**src/hdl/pslp_pkg.sv**
```systemverilog
// Package: types, constants and helpers for the precision switch and lambda policy.
`default_nettype none
package pslp_pkg;

  localparam int unsigned COND_W  = 24;
  localparam int unsigned DELTA_W = 16;
  localparam int unsigned SCALE_W = 16;
  localparam int unsigned LAM_W   = 16;
  localparam int unsigned HOLD_W  = 16;

  typedef enum logic [1:0] {
    MODE_FIXED   = 2'd0,
    MODE_FLOAT   = 2'd1,
    MODE_HYB_VAR = 2'd2,
    MODE_HYB_FIX = 2'd3
  } pslp_mode_t;

  typedef enum logic [1:0] {
    CFG_MODE        = 2'd0,
    CFG_BASE_LAMBDA = 2'd1,
    CFG_COND_LIMIT  = 2'd2,
    CFG_HOLD_WINDOW = 2'd3
  } pslp_cfg_idx_t;

  localparam logic [LAM_W-1:0]  LAM_MIN       = 16'd57016;
  localparam logic [LAM_W-1:0]  LAM_MAX       = 16'd65208;
  localparam logic [LAM_W-1:0]  LAM_BASE_MIN  = 16'd58982;
  localparam logic [LAM_W-1:0]  LAM_MID_STEP  = 16'd1638;
  localparam logic [LAM_W-1:0]  LAM_FAST_STEP = 16'd3604;
  localparam logic [LAM_W-1:0]  LAM_RESET     = 16'd62587;
  localparam logic [COND_W-1:0] COND_DEFAULT  = 24'd256000;
  localparam logic [COND_W-1:0] COND_FLOOR    = 24'd56320;

  localparam logic [1:0] TRIG_MAX      = 2'd2;
  localparam logic [2:0] CALM_MAX      = 3'd5;
  localparam logic [5:0] COOLDOWN_LOAD = 6'd32;
  localparam logic [5:0] FAST_LOAD     = 6'd40;
  localparam logic [3:0] RUN_MAX       = 4'd15;
  localparam logic [3:0] RUN_HIT       = 4'd6;

  typedef struct packed {
    logic              float_active;
    logic [HOLD_W-1:0] hold_count;
    logic [1:0]        trigger_run;
    logic [2:0]        calm_run;
    logic [5:0]        reentry_cooldown;
    logic [5:0]        fast_hold;
    logic [3:0]        steady_run;
    logic [3:0]        extreme_run;
    logic [LAM_W-1:0]  lambda_store;
  } pslp_state_t;

  typedef struct packed {
    pslp_mode_t        mode;
    logic [LAM_W-1:0]  base_lambda;
    logic [COND_W-1:0] cond_limit;
    logic [HOLD_W-1:0] hold_window;
  } pslp_cfg_t;

  typedef struct packed {
    logic               restart;
    logic [COND_W-1:0]  cond_est;
    logic [DELTA_W-1:0] delta_norm;
    logic [SCALE_W-1:0] input_scale;
    logic               switch_hint;
    logic               core_overflow;
    logic               migration_ok;
    logic [LAM_W-1:0]   bridge_lambda;
  } pslp_frame_t;

  typedef struct packed {
    logic             use_float;
    logic [LAM_W-1:0] lambda_used;
    logic             want_float;
    logic             migrate_request;
    logic             migrate_direction;
    logic             migrate_done;
    logic             active_float;
    logic [LAM_W-1:0] next_lambda;
  } pslp_result_t;

  function automatic logic [LAM_W-1:0] clamp_lam(input logic [LAM_W-1:0] x,
                                                 input logic [LAM_W-1:0] lo,
                                                 input logic [LAM_W-1:0] hi);
    logic [LAM_W-1:0] y;
    y = x;
    if (y < lo) y = lo;
    if (y > hi) y = hi;
    return y;
  endfunction

endpackage
`default_nettype wire

```
**src/hdl/pslp_core.sv**
```systemverilog
// Per-frame policy decision: next state and result from current state and frame.
`default_nettype none
module pslp_core (
  input  pslp_pkg::pslp_state_t  st,
  input  pslp_pkg::pslp_cfg_t    cfg,
  input  pslp_pkg::pslp_frame_t  frm,
  output pslp_pkg::pslp_state_t  st_nxt,
  output pslp_pkg::pslp_result_t res
);
  import pslp_pkg::*;

  logic [COND_W-1:0] thr;
  logic [LAM_W-1:0]  lam_req, lb, lm, lf, bridge_c;

  // scaled terms for the rational compares
  logic [30:0] cond_x100, thr_x92, thr_x72;
  logic [25:0] cond_x4, thr_x3, thr_x4;
  logic [26:0] cond_x5;
  logic [24:0] cond_x2;
  logic [28:0] thr_x24;
  logic [22:0] dn_x100;
  logic [20:0] dn_x20;
  logic [18:0] dn_x5;
  logic [22:0] sc_x100;
  logic [19:0] sc_x10;

  logic enter_hit, c_34, d_34, c_half, sc_gt1, calm_c, trig_hit;
  logic dn_020, dn_005, burst;

  pslp_state_t      s0, sn;
  logic [5:0]       cd1;
  logic             target, req, dir, done;
  logic [LAM_W-1:0] lam_eff, lam_next;

  assign thr     = (cfg.cond_limit != '0) ? cfg.cond_limit : COND_DEFAULT;
  assign lam_req = clamp_lam(cfg.base_lambda, LAM_MIN, LAM_MAX);
  assign lb      = clamp_lam(cfg.base_lambda, LAM_BASE_MIN, LAM_MAX);
  assign lm      = (lb < LAM_BASE_MIN + LAM_MID_STEP) ? LAM_BASE_MIN : lb - LAM_MID_STEP;
  assign lf      = (lb < LAM_MIN + LAM_FAST_STEP) ? LAM_MIN : lb - LAM_FAST_STEP;
  assign bridge_c = clamp_lam(frm.bridge_lambda, LAM_MIN, LAM_MAX);

  assign cond_x100 = 31'(frm.cond_est) * 31'd100;
  assign thr_x92   = 31'(thr) * 31'd92;
  assign thr_x72   = 31'(thr) * 31'd72;
  assign cond_x4   = {frm.cond_est, 2'b00};
  assign thr_x3    = 26'(thr) * 26'd3;
  assign thr_x4    = {thr, 2'b00};
  assign cond_x5   = 27'(frm.cond_est) * 27'd5;
  assign cond_x2   = {frm.cond_est, 1'b0};
  assign thr_x24   = 29'(thr) * 29'd24;
  assign dn_x100   = 23'(frm.delta_norm) * 23'd100;
  assign dn_x20    = 21'(frm.delta_norm) * 21'd20;
  assign dn_x5     = 19'(frm.delta_norm) * 19'd5;
  assign sc_x100   = 23'(frm.input_scale) * 23'd100;
  assign sc_x10    = 20'(frm.input_scale) * 20'd10;

  assign enter_hit = (cond_x100 > thr_x92) && (frm.cond_est > COND_FLOOR);
  assign c_34      = cond_x4 > thr_x3;
  assign d_34      = dn_x100 > 23'd139264;
  assign c_half    = cond_x2 > 25'(thr);
  assign sc_gt1    = frm.input_scale > 16'd256;
  assign calm_c    = (cond_x100 < thr_x72) && (dn_x100 < 23'd65536) &&
                     (sc_x100 < 23'd37120) && !frm.core_overflow;
  assign dn_020    = dn_x5 > 19'd4096;
  assign dn_005    = dn_x20 < 21'd4096;

  always_comb begin
    s0 = st;
    if (frm.restart) begin
      s0              = '0;
      s0.float_active = (cfg.mode == MODE_FLOAT);
      s0.lambda_store = lam_req;
    end
    sn      = s0;
    target  = 1'b0;
    lam_eff = (cfg.mode == MODE_HYB_VAR) ? clamp_lam(s0.lambda_store, LAM_MIN, LAM_MAX)
                                         : lam_req;
    cd1     = (s0.reentry_cooldown != '0) ? s0.reentry_cooldown - 6'd1
                                          : s0.reentry_cooldown;
    trig_hit = frm.core_overflow || enter_hit || (c_34 && d_34) ||
               (!s0.float_active && (cd1 == '0) && frm.switch_hint && sc_gt1 && c_half);

    case (cfg.mode)
      MODE_FLOAT: begin
        target         = 1'b1;
        sn.hold_count  = '0;
        sn.trigger_run = '0;
        sn.calm_run    = '0;
      end
      MODE_HYB_VAR, MODE_HYB_FIX: begin
        sn.reentry_cooldown = cd1;
        if (trig_hit) begin
          if (s0.trigger_run < TRIG_MAX) sn.trigger_run = s0.trigger_run + 2'd1;
          sn.calm_run = '0;
        end else if (calm_c) begin
          sn.trigger_run = '0;
          if (s0.calm_run < CALM_MAX) sn.calm_run = s0.calm_run + 3'd1;
        end else begin
          sn.trigger_run = '0;
          sn.calm_run    = '0;
        end
        if (!s0.float_active) begin
          if (frm.core_overflow || sn.trigger_run >= TRIG_MAX) begin
            target        = 1'b1;
            sn.hold_count = cfg.hold_window;
          end
        end else begin
          target = 1'b1;
          if (frm.core_overflow || trig_hit) begin
            sn.hold_count = cfg.hold_window;
          end else if (s0.hold_count != '0) begin
            sn.hold_count = s0.hold_count - 16'd1;
          end else if (sn.calm_run >= CALM_MAX) begin
            target              = 1'b0;
            sn.reentry_cooldown = COOLDOWN_LOAD;
          end
        end
      end
      default: begin
        sn.hold_count       = '0;
        sn.trigger_run      = '0;
        sn.calm_run         = '0;
        sn.reentry_cooldown = '0;
      end
    endcase

    burst    = 1'b0;
    lam_next = lam_req;
    if (cfg.mode == MODE_HYB_VAR) begin
      burst = (frm.delta_norm > 16'd4096) ||
              ((frm.input_scale > 16'd2048) && dn_020 &&
               (target || (sn.hold_count != '0) || frm.switch_hint)) ||
              ((26'(cond_x2) > thr_x3) && dn_020);
      if (burst) sn.fast_hold = FAST_LOAD;
      else if (s0.fast_hold != '0) sn.fast_hold = s0.fast_hold - 6'd1;

      if (s0.float_active && (26'(frm.cond_est) > thr_x4) && dn_005 &&
          (frm.input_scale > 16'd2048)) begin
        if (s0.steady_run < RUN_MAX) sn.steady_run = s0.steady_run + 4'd1;
      end else begin
        sn.steady_run = '0;
      end
      if (s0.float_active && (29'(frm.cond_est) > thr_x24) && dn_005 &&
          (frm.input_scale > 16'd5120)) begin
        if (s0.extreme_run < RUN_MAX) sn.extreme_run = s0.extreme_run + 4'd1;
      end else begin
        sn.extreme_run = '0;
      end

      if (frm.core_overflow) lam_next = lf;
      else if (sn.extreme_run >= RUN_HIT) lam_next = lb;
      else if (sn.steady_run >= RUN_HIT) lam_next = lm;
      else if (sn.fast_hold != '0) lam_next = lf;
      else if (target || trig_hit || frm.switch_hint || (cond_x5 > 27'(thr_x4)) ||
               (sc_x10 > 20'd3584)) lam_next = lm;
      else if (calm_c) lam_next = lb;
      else lam_next = lam_eff;
    end

    req  = !frm.restart && (target != s0.float_active);
    dir  = req && !s0.float_active;
    done = req && frm.migration_ok;
    if (done) begin
      sn.float_active = target;
      if (!dir) lam_next = bridge_c;
    end
    sn.lambda_store = (cfg.mode == MODE_HYB_VAR || cfg.mode == MODE_HYB_FIX) ?
                      clamp_lam(lam_next, LAM_MIN, LAM_MAX) : lam_req;

    st_nxt                = sn;
    res.use_float         = s0.float_active;
    res.lambda_used       = lam_eff;
    res.want_float        = target;
    res.migrate_request   = req;
    res.migrate_direction = dir;
    res.migrate_done      = done;
    res.active_float      = sn.float_active;
    res.next_lambda       = sn.lambda_store;
  end

endmodule
`default_nettype wire

```
**src/hdl/precision_switch_and_lambda_policy_unit.sv**
```systemverilog
// Top level: precision switch and forgetting-factor policy, one decision per frame.
// Each frame's result is registered as the frame transfers.
// Throughput: one frame per cycle unless in_stall; result register frees on transfer.
// Reset (rst_n low, synchronous): policy state, configuration and output valid return
// to power-on values (result register not reset); config writes are taken out of reset.
`default_nettype none
module precision_switch_and_lambda_policy_unit (
  input  wire logic                        clk,
  input  wire logic                        rst_n,
  input  wire logic                        cfg_valid,
  output logic                             cfg_ready,
  input  wire logic [1:0]                  cfg_index,
  input  wire logic [pslp_pkg::COND_W-1:0] cfg_data,
  input  wire logic                        in_valid,
  output logic                             in_stall,
  input  wire logic                        in_restart,
  input  wire logic [pslp_pkg::COND_W-1:0] in_cond_est,
  input  wire logic [pslp_pkg::DELTA_W-1:0] in_delta_norm,
  input  wire logic [pslp_pkg::SCALE_W-1:0] in_input_scale,
  input  wire logic                        in_switch_hint,
  input  wire logic                        in_core_overflow,
  input  wire logic                        in_migration_ok,
  input  wire logic [pslp_pkg::LAM_W-1:0]  in_bridge_lambda,
  output logic                             out_valid,
  input  wire logic                        out_stall,
  output logic                             out_use_float,
  output logic [pslp_pkg::LAM_W-1:0]       out_lambda_used,
  output logic                             out_want_float,
  output logic                             out_migrate_request,
  output logic                             out_migrate_direction,
  output logic                             out_migrate_done,
  output logic                             out_active_float,
  output logic [pslp_pkg::LAM_W-1:0]       out_next_lambda
);
  import pslp_pkg::*;

  pslp_cfg_t    cfg_r;
  pslp_state_t  state_r, state_nxt;
  pslp_result_t res_r, res_nxt;
  pslp_frame_t  frame;
  logic         out_valid_r;
  logic         in_xfer;

  assign cfg_ready = 1'b1;
  assign in_stall  = out_valid_r && out_stall;
  assign in_xfer   = in_valid && !in_stall;

  assign frame.restart       = in_restart;
  assign frame.cond_est      = in_cond_est;
  assign frame.delta_norm    = in_delta_norm;
  assign frame.input_scale   = in_input_scale;
  assign frame.switch_hint   = in_switch_hint;
  assign frame.core_overflow = in_core_overflow;
  assign frame.migration_ok  = in_migration_ok;
  assign frame.bridge_lambda = in_bridge_lambda;

  pslp_core u_core (
    .st     (state_r),
    .cfg    (cfg_r),
    .frm    (frame),
    .st_nxt (state_nxt),
    .res    (res_nxt)
  );

  always_ff @(posedge clk) begin
    if (!rst_n) begin
      cfg_r       <= '{mode: MODE_FIXED, base_lambda: LAM_RESET,
                       cond_limit: COND_DEFAULT, hold_window: '0};
      state_r     <= '{lambda_store: LAM_RESET, default: '0};
      out_valid_r <= 1'b0;
    end else begin
      if (cfg_valid && cfg_ready) begin
        case (pslp_cfg_idx_t'(cfg_index))
          CFG_MODE:        cfg_r.mode        <= pslp_mode_t'(cfg_data[1:0]);
          CFG_BASE_LAMBDA: cfg_r.base_lambda <= cfg_data[LAM_W-1:0];
          CFG_COND_LIMIT:  cfg_r.cond_limit  <= cfg_data;
          CFG_HOLD_WINDOW: cfg_r.hold_window <= cfg_data[HOLD_W-1:0];
          default:         cfg_r.mode        <= cfg_r.mode;
        endcase
      end
      if (in_xfer) begin
        state_r     <= state_nxt;
        out_valid_r <= 1'b1;
      end else if (!out_stall) begin
        out_valid_r <= 1'b0;
      end
    end
  end

  always_ff @(posedge clk) begin
    if (in_xfer) begin
      res_r <= res_nxt;
    end
  end

  assign out_valid             = out_valid_r;
  assign out_use_float         = res_r.use_float;
  assign out_lambda_used       = res_r.lambda_used;
  assign out_want_float        = res_r.want_float;
  assign out_migrate_request   = res_r.migrate_request;
  assign out_migrate_direction = res_r.migrate_direction;
  assign out_migrate_done      = res_r.migrate_done;
  assign out_active_float      = res_r.active_float;
  assign out_next_lambda       = res_r.next_lambda;

endmodule
`default_nettype wire

```
**config.mk**
```make
export PLATFORM = sky130hd
export DESIGN_NAME = precision_switch_and_lambda_policy_unit
export DESIGN_NICKNAME = d
export VERILOG_FILES = /design/src/hdl/pslp_pkg.sv /design/src/hdl/pslp_core.sv /design/src/hdl/precision_switch_and_lambda_policy_unit.sv
export SDC_FILE = /design/constraint.sdc
export NUM_CORES = 2
export LEC_CHECK = 0
export BUFFER_PORTS_ARGS = -buffer_cell sky130_fd_sc_hd__clkbuf_2
export CAP_MARGIN = 20
export CORE_MARGIN = 5
export CORE_UTILIZATION = 62
export CTS_CLUSTER_SIZE = 14
export DETAILED_ROUTE_END_ITERATION = 10
export PLACE_DENSITY_LB_ADDON = 0.08
export SLEW_MARGIN = 20
export SYNTH_ARGS = -nofsm -noshare
export SYNTH_HDL_FRONTEND = slang
export SYNTH_SLANG_ARGS = --single-unit
```
**constraint.sdc**
```tcl
create_clock -name clk -period 11.29 [get_ports clk]
set_input_delay 0.5645 -clock clk [delete_from_list [all_inputs] [get_ports clk]]
set_output_delay 0.5645 -clock clk [all_outputs]
set_load 0.01 [all_outputs]
```
; ---- Word level (Yosys, flattened, before mapping)
; Cells that the tools add are included.
[word_totals]
word_cells = 202
reg_bits = 155
romBits = 0
latch_bits = 0
mem_bits_rw = 0
input_bits = 107
out_inout_bits = 41
n_memories = 0
[op_classes]
addsub = 9
n_shift = 0
eq_ne = 8
n_bitwise = 0
multipliers = 11
mux = 60
reduce_logical = 54
magnitude_cmp = 38
div_mod_pow = 0
[op_table]
columns = op, count
row1 = $mux W16, 27
row2 = $lt A16 B16 Y1 const B, 6
row3 = $gt A16 B16 Y1 const B, 5
row4 = $mul A24 B5 Y29 const B, 2
row5 = $mux W58, 1
row6 = $mul A16 B3 Y19 const B, 3
row7 = $mul A24 B2 Y26 const B, 2
row8 = $mux W6, 8
row9 = $mul A16 B5 Y21 const B, 2
row10 = $gt A16 B13 Y1 const B, 2
row11 = $reduce_bool A16 Y1, 2
row12 = $gt A31 B31 Y1, 1
row13 = $lt A31 B31 Y1, 1
row14 = $gt A24 B29 Y1, 1
row15 = $mul A24 B4 Y28 const B, 1
row16 = $gt A27 B26 Y1, 1
row17 = $mul A24 B3 Y27 const B, 1
row18 = $gt A24 B26 Y1, 1
row19 = $gt A25 B26 Y1, 1
row20 = $gt A26 B26 Y1, 1
row21 = $gt A25 B24 Y1, 1
row22 = $gt A24 B16 Y1 const B, 1
row23 = $mux W24, 1
row24 = $mux W4, 6
row25 = 42 further kinds, 102

; ---- Longest topological paths before layout
[depth]
depth_word = 41
depth_mapped = 45
mapped_depth_nobuf = 43

; ---- Modules after synthesis
; From an unflattened synthesis, not the netlist that was laid out.
[unflattened]
cells_unflattened = 3793
area_unflattened_um2 = 29913.7
[modules_own_cells]
columns = mod, instances, cells_per_inst, area_each_um2, seq_area_each_um2
row1 = pslp_core, 1, 3262, 24060.6, 0.0
row2 = precision_switch_and_lambda_policy_unit, 1, 531, 5853.1, 3483.3

; ---- Least setup slack after synthesis
; No wires, ideal clock.
[synth_path]
path_type = input to register
from = input in_cond_est[2] in the netlist's numbering
to = register state_r[2] in the netlist's numbering
setup_ps = 85
arrival_ps = 9449
required_time_ps = 11205
slack_ps = 1756
n_path_buf = 1
path_stages = 44
cell_sequence = inv_1 > ha_1 > ha_1 > inv_1 > fa_1 > inv_1 > ha_1 > nor2b_1 > o21ai_0 > a21boi_0 > o21ai_0 > a21boi_0 > o21ai_0 > a21boi_0 > o21ai_0 > a21boi_0 > o21ai_0 > a21boi_0 > (+8 left out) > nand2_1 > o2111ai_1 > a2111oi_0 > nand4_1 > or4b_1 > or4_1 > nor4_1 > clkbuf_1 > nand3_1 > a21oi_1 > nor3_1 > a31oi_1 > nand3_1 > o41a_1 > o311ai_2 > a21oi_2 > a211o_1 > a31oi_1
[synth_via]
elab_chain_len = 34
word_cells_on_any_way = 81
[synth_rtl]
columns = element, line
row1 = "start, declared", precision_switch_and_lambda_policy_unit.sv:17  ; input wire logic [pslp_pkg::COND_W-1:0] in_cond_est,
row2 = $mul A24 B5 Y29, pslp_core.sv:42  ; assign cond_x100 = 31'(frm.cond_est) * 31'd100;
row3 = $lt A31 B31 Y1 / $gt A31 B31 Y1 (equally long branches), "pslp_core.sv:62, pslp_core.sv:57"
row4 = "$logic_and A1 B1 Y1, on equally long branches", "pslp_core.sv:62, pslp_core.sv:57"
row5 = $logic_and A1 B1 Y1 / $logic_or A1 B1 Y1 (equally long branches), "pslp_core.sv:62, pslp_core.sv:80"
row6 = $logic_and A1 B1 Y1 / $logic_or A1 B1 Y1 (equally long branches), "pslp_core.sv:63, pslp_core.sv:80"
row7 = $mux W3 / $logic_or A1 B1 Y1 (equally long branches), "pslp_core.sv:95, pslp_core.sv:80"
row8 = $mux W5, pslp_core.sv:92  ; if (trig_hit) begin
row9 = $mux W5, pslp_core.sv:83  ; case (cfg.mode)
row10 = (+18 left out), -
row11 = $mux W16, pslp_core.sv:129  ; if (cfg.mode == MODE_HYB_VAR) begin
row12 = $mux W16, pslp_core.sv:165  ; if (!dir) lam_next = bridge_c;
row13 = $mux W16 *, pslp_core.sv:163  ; if (done) begin
row14 = $lt A16 B16 Y1, pslp_pkg.sv:87  ; if (y < lo) y = lo;
row15 = $mux W16 *, pslp_pkg.sv:87
row16 = $gt A16 B16 Y1, pslp_pkg.sv:88  ; if (y > hi) y = hi;
row17 = $mux W16 *, pslp_pkg.sv:88
row18 = $mux W16 *, pslp_core.sv:167  ; sn.lambda_store = (cfg.mode == MODE_HYB_VAR || cfg.mode == MODE_HYB_FIX) ?
row19 = "end signal, assigned", precision_switch_and_lambda_policy_unit.sv:82  ; state_r <= state_nxt;
row20 = "end, declared", precision_switch_and_lambda_policy_unit.sv:38  ; pslp_state_t state_r, state_nxt;
; Every way passes the cells marked *; elsewhere a longest branch is shown, timed or not. The select of a mux whose other input is x is not followed.
; A chain may end at the register's enable or synchronous reset.

; ---- Worst setup path after layout
[layout_path]
from = register cfg_r[16] in the netlist's numbering
to = register state_r[2] in the netlist's numbering
[layout_via]
elab_chain_len = 36
word_cells_on_any_way = 84
[layout_rtl]
columns = element, line
row1 = "start, declared", precision_switch_and_lambda_policy_unit.sv:37  ; pslp_cfg_t cfg_r;
row2 = "start signal, assigned", precision_switch_and_lambda_policy_unit.sv:67  ; cfg_r <= '{mode: MODE_FIXED, base_lambda: LAM_RESET,
row3 = $reduce_bool A24 Y1, pslp_core.sv:35  ; assign thr = (cfg.cond_limit != '0) ? cfg.cond_limit : COND_DEFAULT;
row4 = $mux W24 *, pslp_core.sv:35
row5 = $mul A24 B4 Y28 / $mul A24 B5 Y29 (equally long branches), "pslp_core.sv:44, pslp_core.sv:43"
row6 = $lt A31 B31 Y1 / $gt A31 B31 Y1 (equally long branches), "pslp_core.sv:62, pslp_core.sv:57"
row7 = "$logic_and A1 B1 Y1, on equally long branches", "pslp_core.sv:62, pslp_core.sv:57"
row8 = $logic_and A1 B1 Y1 / $logic_or A1 B1 Y1 (equally long branches), "pslp_core.sv:62, pslp_core.sv:80"
row9 = $logic_and A1 B1 Y1 / $logic_or A1 B1 Y1 (equally long branches), "pslp_core.sv:63, pslp_core.sv:80"
row10 = $mux W3 / $logic_or A1 B1 Y1 (equally long branches), "pslp_core.sv:95, pslp_core.sv:80"
row11 = (+20 left out), -
row12 = $mux W16, pslp_core.sv:129
row13 = $mux W16, pslp_core.sv:165
row14 = $mux W16 *, pslp_core.sv:163
row15 = $lt A16 B16 Y1, pslp_pkg.sv:87
row16 = $mux W16 *, pslp_pkg.sv:87
row17 = $gt A16 B16 Y1, pslp_pkg.sv:88
row18 = $mux W16 *, pslp_pkg.sv:88
row19 = $mux W16 *, pslp_core.sv:167
; Marks and branches as above.

==> results.ini <==
[clock_network]
clk_latency_ns=0.46
path_clk_slew_ns=0.06
clkSinkCount=155
root_buffer=clkbuf_16
cts_tree=done
cts_buffer_depth=2
h-tree-depth=4
cts_buffers=17

[die]
fp-row-count=79
core_area_mm2=0.04626
die_h_um=225.7
die_area_mm2=0.05095
die_x_um=225.7
start_util_pct=62.37
ios=148

[yosys]
syn_inst=3724
synth_seq_area_share_pct=12.07
ys_warn_count=0
synth_top_area_share_pct=28.23
synth_seq_cells=155
synth.area.top_cells=ha_1 (28%), dfxtp_1 (8.1%), fa_1 (6.0%)
yosysTopAreaCell=ha_1
async_reset_ff_share_pct=0
synthesis.area_mm2=0.02885
avgSynthCellArea_um2=7.748
synth_edf_count=38
yosysUniqueCellTypes=91
synth_flop_cell=dfxtp_1

[power]
switching_share_pct=47.01
max-vdd-ir-drop_uv=116.1
p_switching_mw=1.519
cellPowerDensity_mw_per_mm2=104.3
p_leak_nw=15.09
p_total_mw=3.231
internal_power_mw=1.712
pwr-share-clk_pct=17.2
p_seq_share_pct=19.1
combPwrFrac_pct=63.7

[layout]
syn2layout_area_growth_pct=7.337
drive_gt1_share_pct=7.728
fin_nets=4688
finalNonFillerCells=4464
final_cell_area_mm2=0.03097

[sta]
period_share_pct=93.66
setup_viol_count_final=0
hold_viol=0
finClkSkew_ns=0.01546
final.min_clock_period_ns=10.57
slew_viol_final=0
relSlewSlack_pct=31.98
clock.fmax_ghz=0.09457
worst_pin_slew_ns=1.012

[drt]
wl_per_cell_um=21.12
vias=28890
drt-total-wl_um=94270
via_per_inst=6.472
drcViolationCount=0
ant_nets=0
first_iter_violations=2880
dr.pass1.iters=8

[worst_setup_path]
start_kind=flip-flop
criticalPathCategory=flip-flop to flip-flop
critPathCaptureType=flip-flop
cp_slowest_cell=fa_1
required_ns=11.67
crit_path_max_incr_delay_ns=0.50
crit_fanout=7
cp.arrival_ns=10.95

[run]
cap_violations=0

[global_route]
antenna_found_initial=2
grt_pass1_vias=27730
grt_max_degree=121
track_usage_pct=35.71
grt_overflow_total=0
grt_pass1_wl_um=146600

[hold_path]
hp-class=primary input to flip-flop

[run_status]
status=completed

[placement]
routabilityCongestion=1.062
place_area_mm2=0.03036
io_buffers=146
dp.final_hpwl_um=76720
placedCellCount=4430

placed cells by master, fill, tap and decap left out, drive strengths merged, types with 23 or more instances in the layout:
master	n
and2	23
dfxtp	117
a21o	85
xnor2	85
nor3	90
inv	456
o211ai	23
a21boi	72
nor4	36
nand2	347
o21ai	219
a21oi	247
and3	35
xor2	48
ha	651
a211oi	32
clkbuf	166
nor2	229
a31oi	37
buf	56
o21a	41
nand3	116
or2	26
edfxtp	38
nand4	59
or3	26
fa	87
nor2b	69
nand2b	41
cells in the mapped netlist, types with 19 or more instances:
cell,count
a211oi_1,32
a21boi_0,72
a21o_1,85
a21oi_1,245
a31oi_1,37
and2_1,22
and3_1,35
clkbuf_1,90
dfxtp_1,117
edfxtp_1,38
fa_1,87
ha_1,651
inv_1,451
nand2_1,347
nand2b_1,41
nand3_1,116
nand4_1,59
nor2_1,228
nor2b_1,69
nor3_1,90
nor4_1,34
o211ai_1,23
o21a_1,41
o21ai_0,213
o31ai_1,19
or2_2,25
or3_1,26
xnor2_1,85
xor2_1,48
power groups by stage:
stage / clock (mW) / sequential, mW / combinational [mW]
2_1_floorplan: 0 / 0.621 / 1.43
3_3_place_gp: 0 / 0.627 / 1.92
3_5_place_dp: 0 / 0.628 / 1.99
4_1_cts: 0.559 / 0.616 / 2.01
5_1_grt: 0.581 / 0.618 / 2.28
6_report: 0.555 / 0.617 / 2.06
state kept, by name, summed over array words and instances, names as in the netlist:
signal / flops
out_migrate_direction: 1
out_lambda_used: 16
out_active_float: 1
cfg_r: 58
out_next_lambda: 16
out_want_float: 1
out_migrate_done: 1
out_migrate_request: 1
state_r: 58
out_valid: 1
out_use_float: 1
logic make-up after synthesis:
| logic type | Yosys count | share of synthesized area, % |
|---|---|---|
| AOI/OAI and AO/OA | 972 | 22.21 |
| xor gates and xnor gates | 133 | 4.037 |
| adders and majority gates | 738 | 34.27 |
| buffers and inverters | 557 | 7.315 |
| DFF | 155 | 12.07 |
| muxes | 16 | 0.5680 |
| other | 1 | 0.01300 |
| and+or+nand+nor | 1152 | 19.52 |
through the flow:
stage                     utilization, %  setup slack, ns  hold slack [ns]  TNS (ns)
after global placement             65.64           0.3176           0.4631         0
after global routing               66.95         -0.02174           0.3324  -0.02886
after CTS                          66.82           0.1914           0.3209         0
after floorplan                        -            1.756           0.4390         0
final                              66.95           0.7156           0.3319         0
after detailed placement           65.64          -0.2381           0.4783    -1.860
routing by layer:
layer	share of wire, %	wire length, µm	track usage [%]
met4	4.1	3897	12.75
met3	8.6	8098	6.031
met1	41	38730	46.13
met2	46	43530	60.36
met5	0.014	13	0
area by class of cell:
| cell class | count | area, µm² |
|---|---|---|
| multi-input combinational | 3016 | 23330 |
| sequential | 155 | 3485 |
| clock buffer | 21 | 461.7 |
| fill | 3995 | 15290 |
| clock inverter | 11 | 83.83 |
| antenna | 1 | 2.502 |
| tap | 607 | 759.5 |
| inverter | 452 | 1697 |
| timing repair buffer | 201 | 1147 |
what timing repair did:
action	4_1_cts	5_1_grt
gates resized for setup	0	19
hold buffers	0	0
endpoints found under the setup margin	0	31
buffers inserted	0	1
critical path, delay by kind of cell, from the launching register on:
| kind | cells | cell delay, ns |
|---|---|---|
| AO/OA/AOI/OAI | 27 | 5.81 |
| adder cells (fa/ha/maj) | 5 | 1.72 |
| buffers and inverters | 8 | 1.08 |
| flip-flops | 1 | 0.48 |
| AND/OR/NAND/NOR | 7 | 1.40 |
final timing paths:
kind	start	to	slack, ns	depth (start not counted)
setup / recovery	cfg_r[16]	state_r[2]	0.72	47
hold / removal	cfg_data[17]	cfg_r[33]	0.33	3
setup reg to reg	cfg_r[16]	state_r[2]	0.72	47
hold reg to reg	cfg_r[5]	cfg_r[5]	0.49	2
Power figures use the tool's default switching activity.
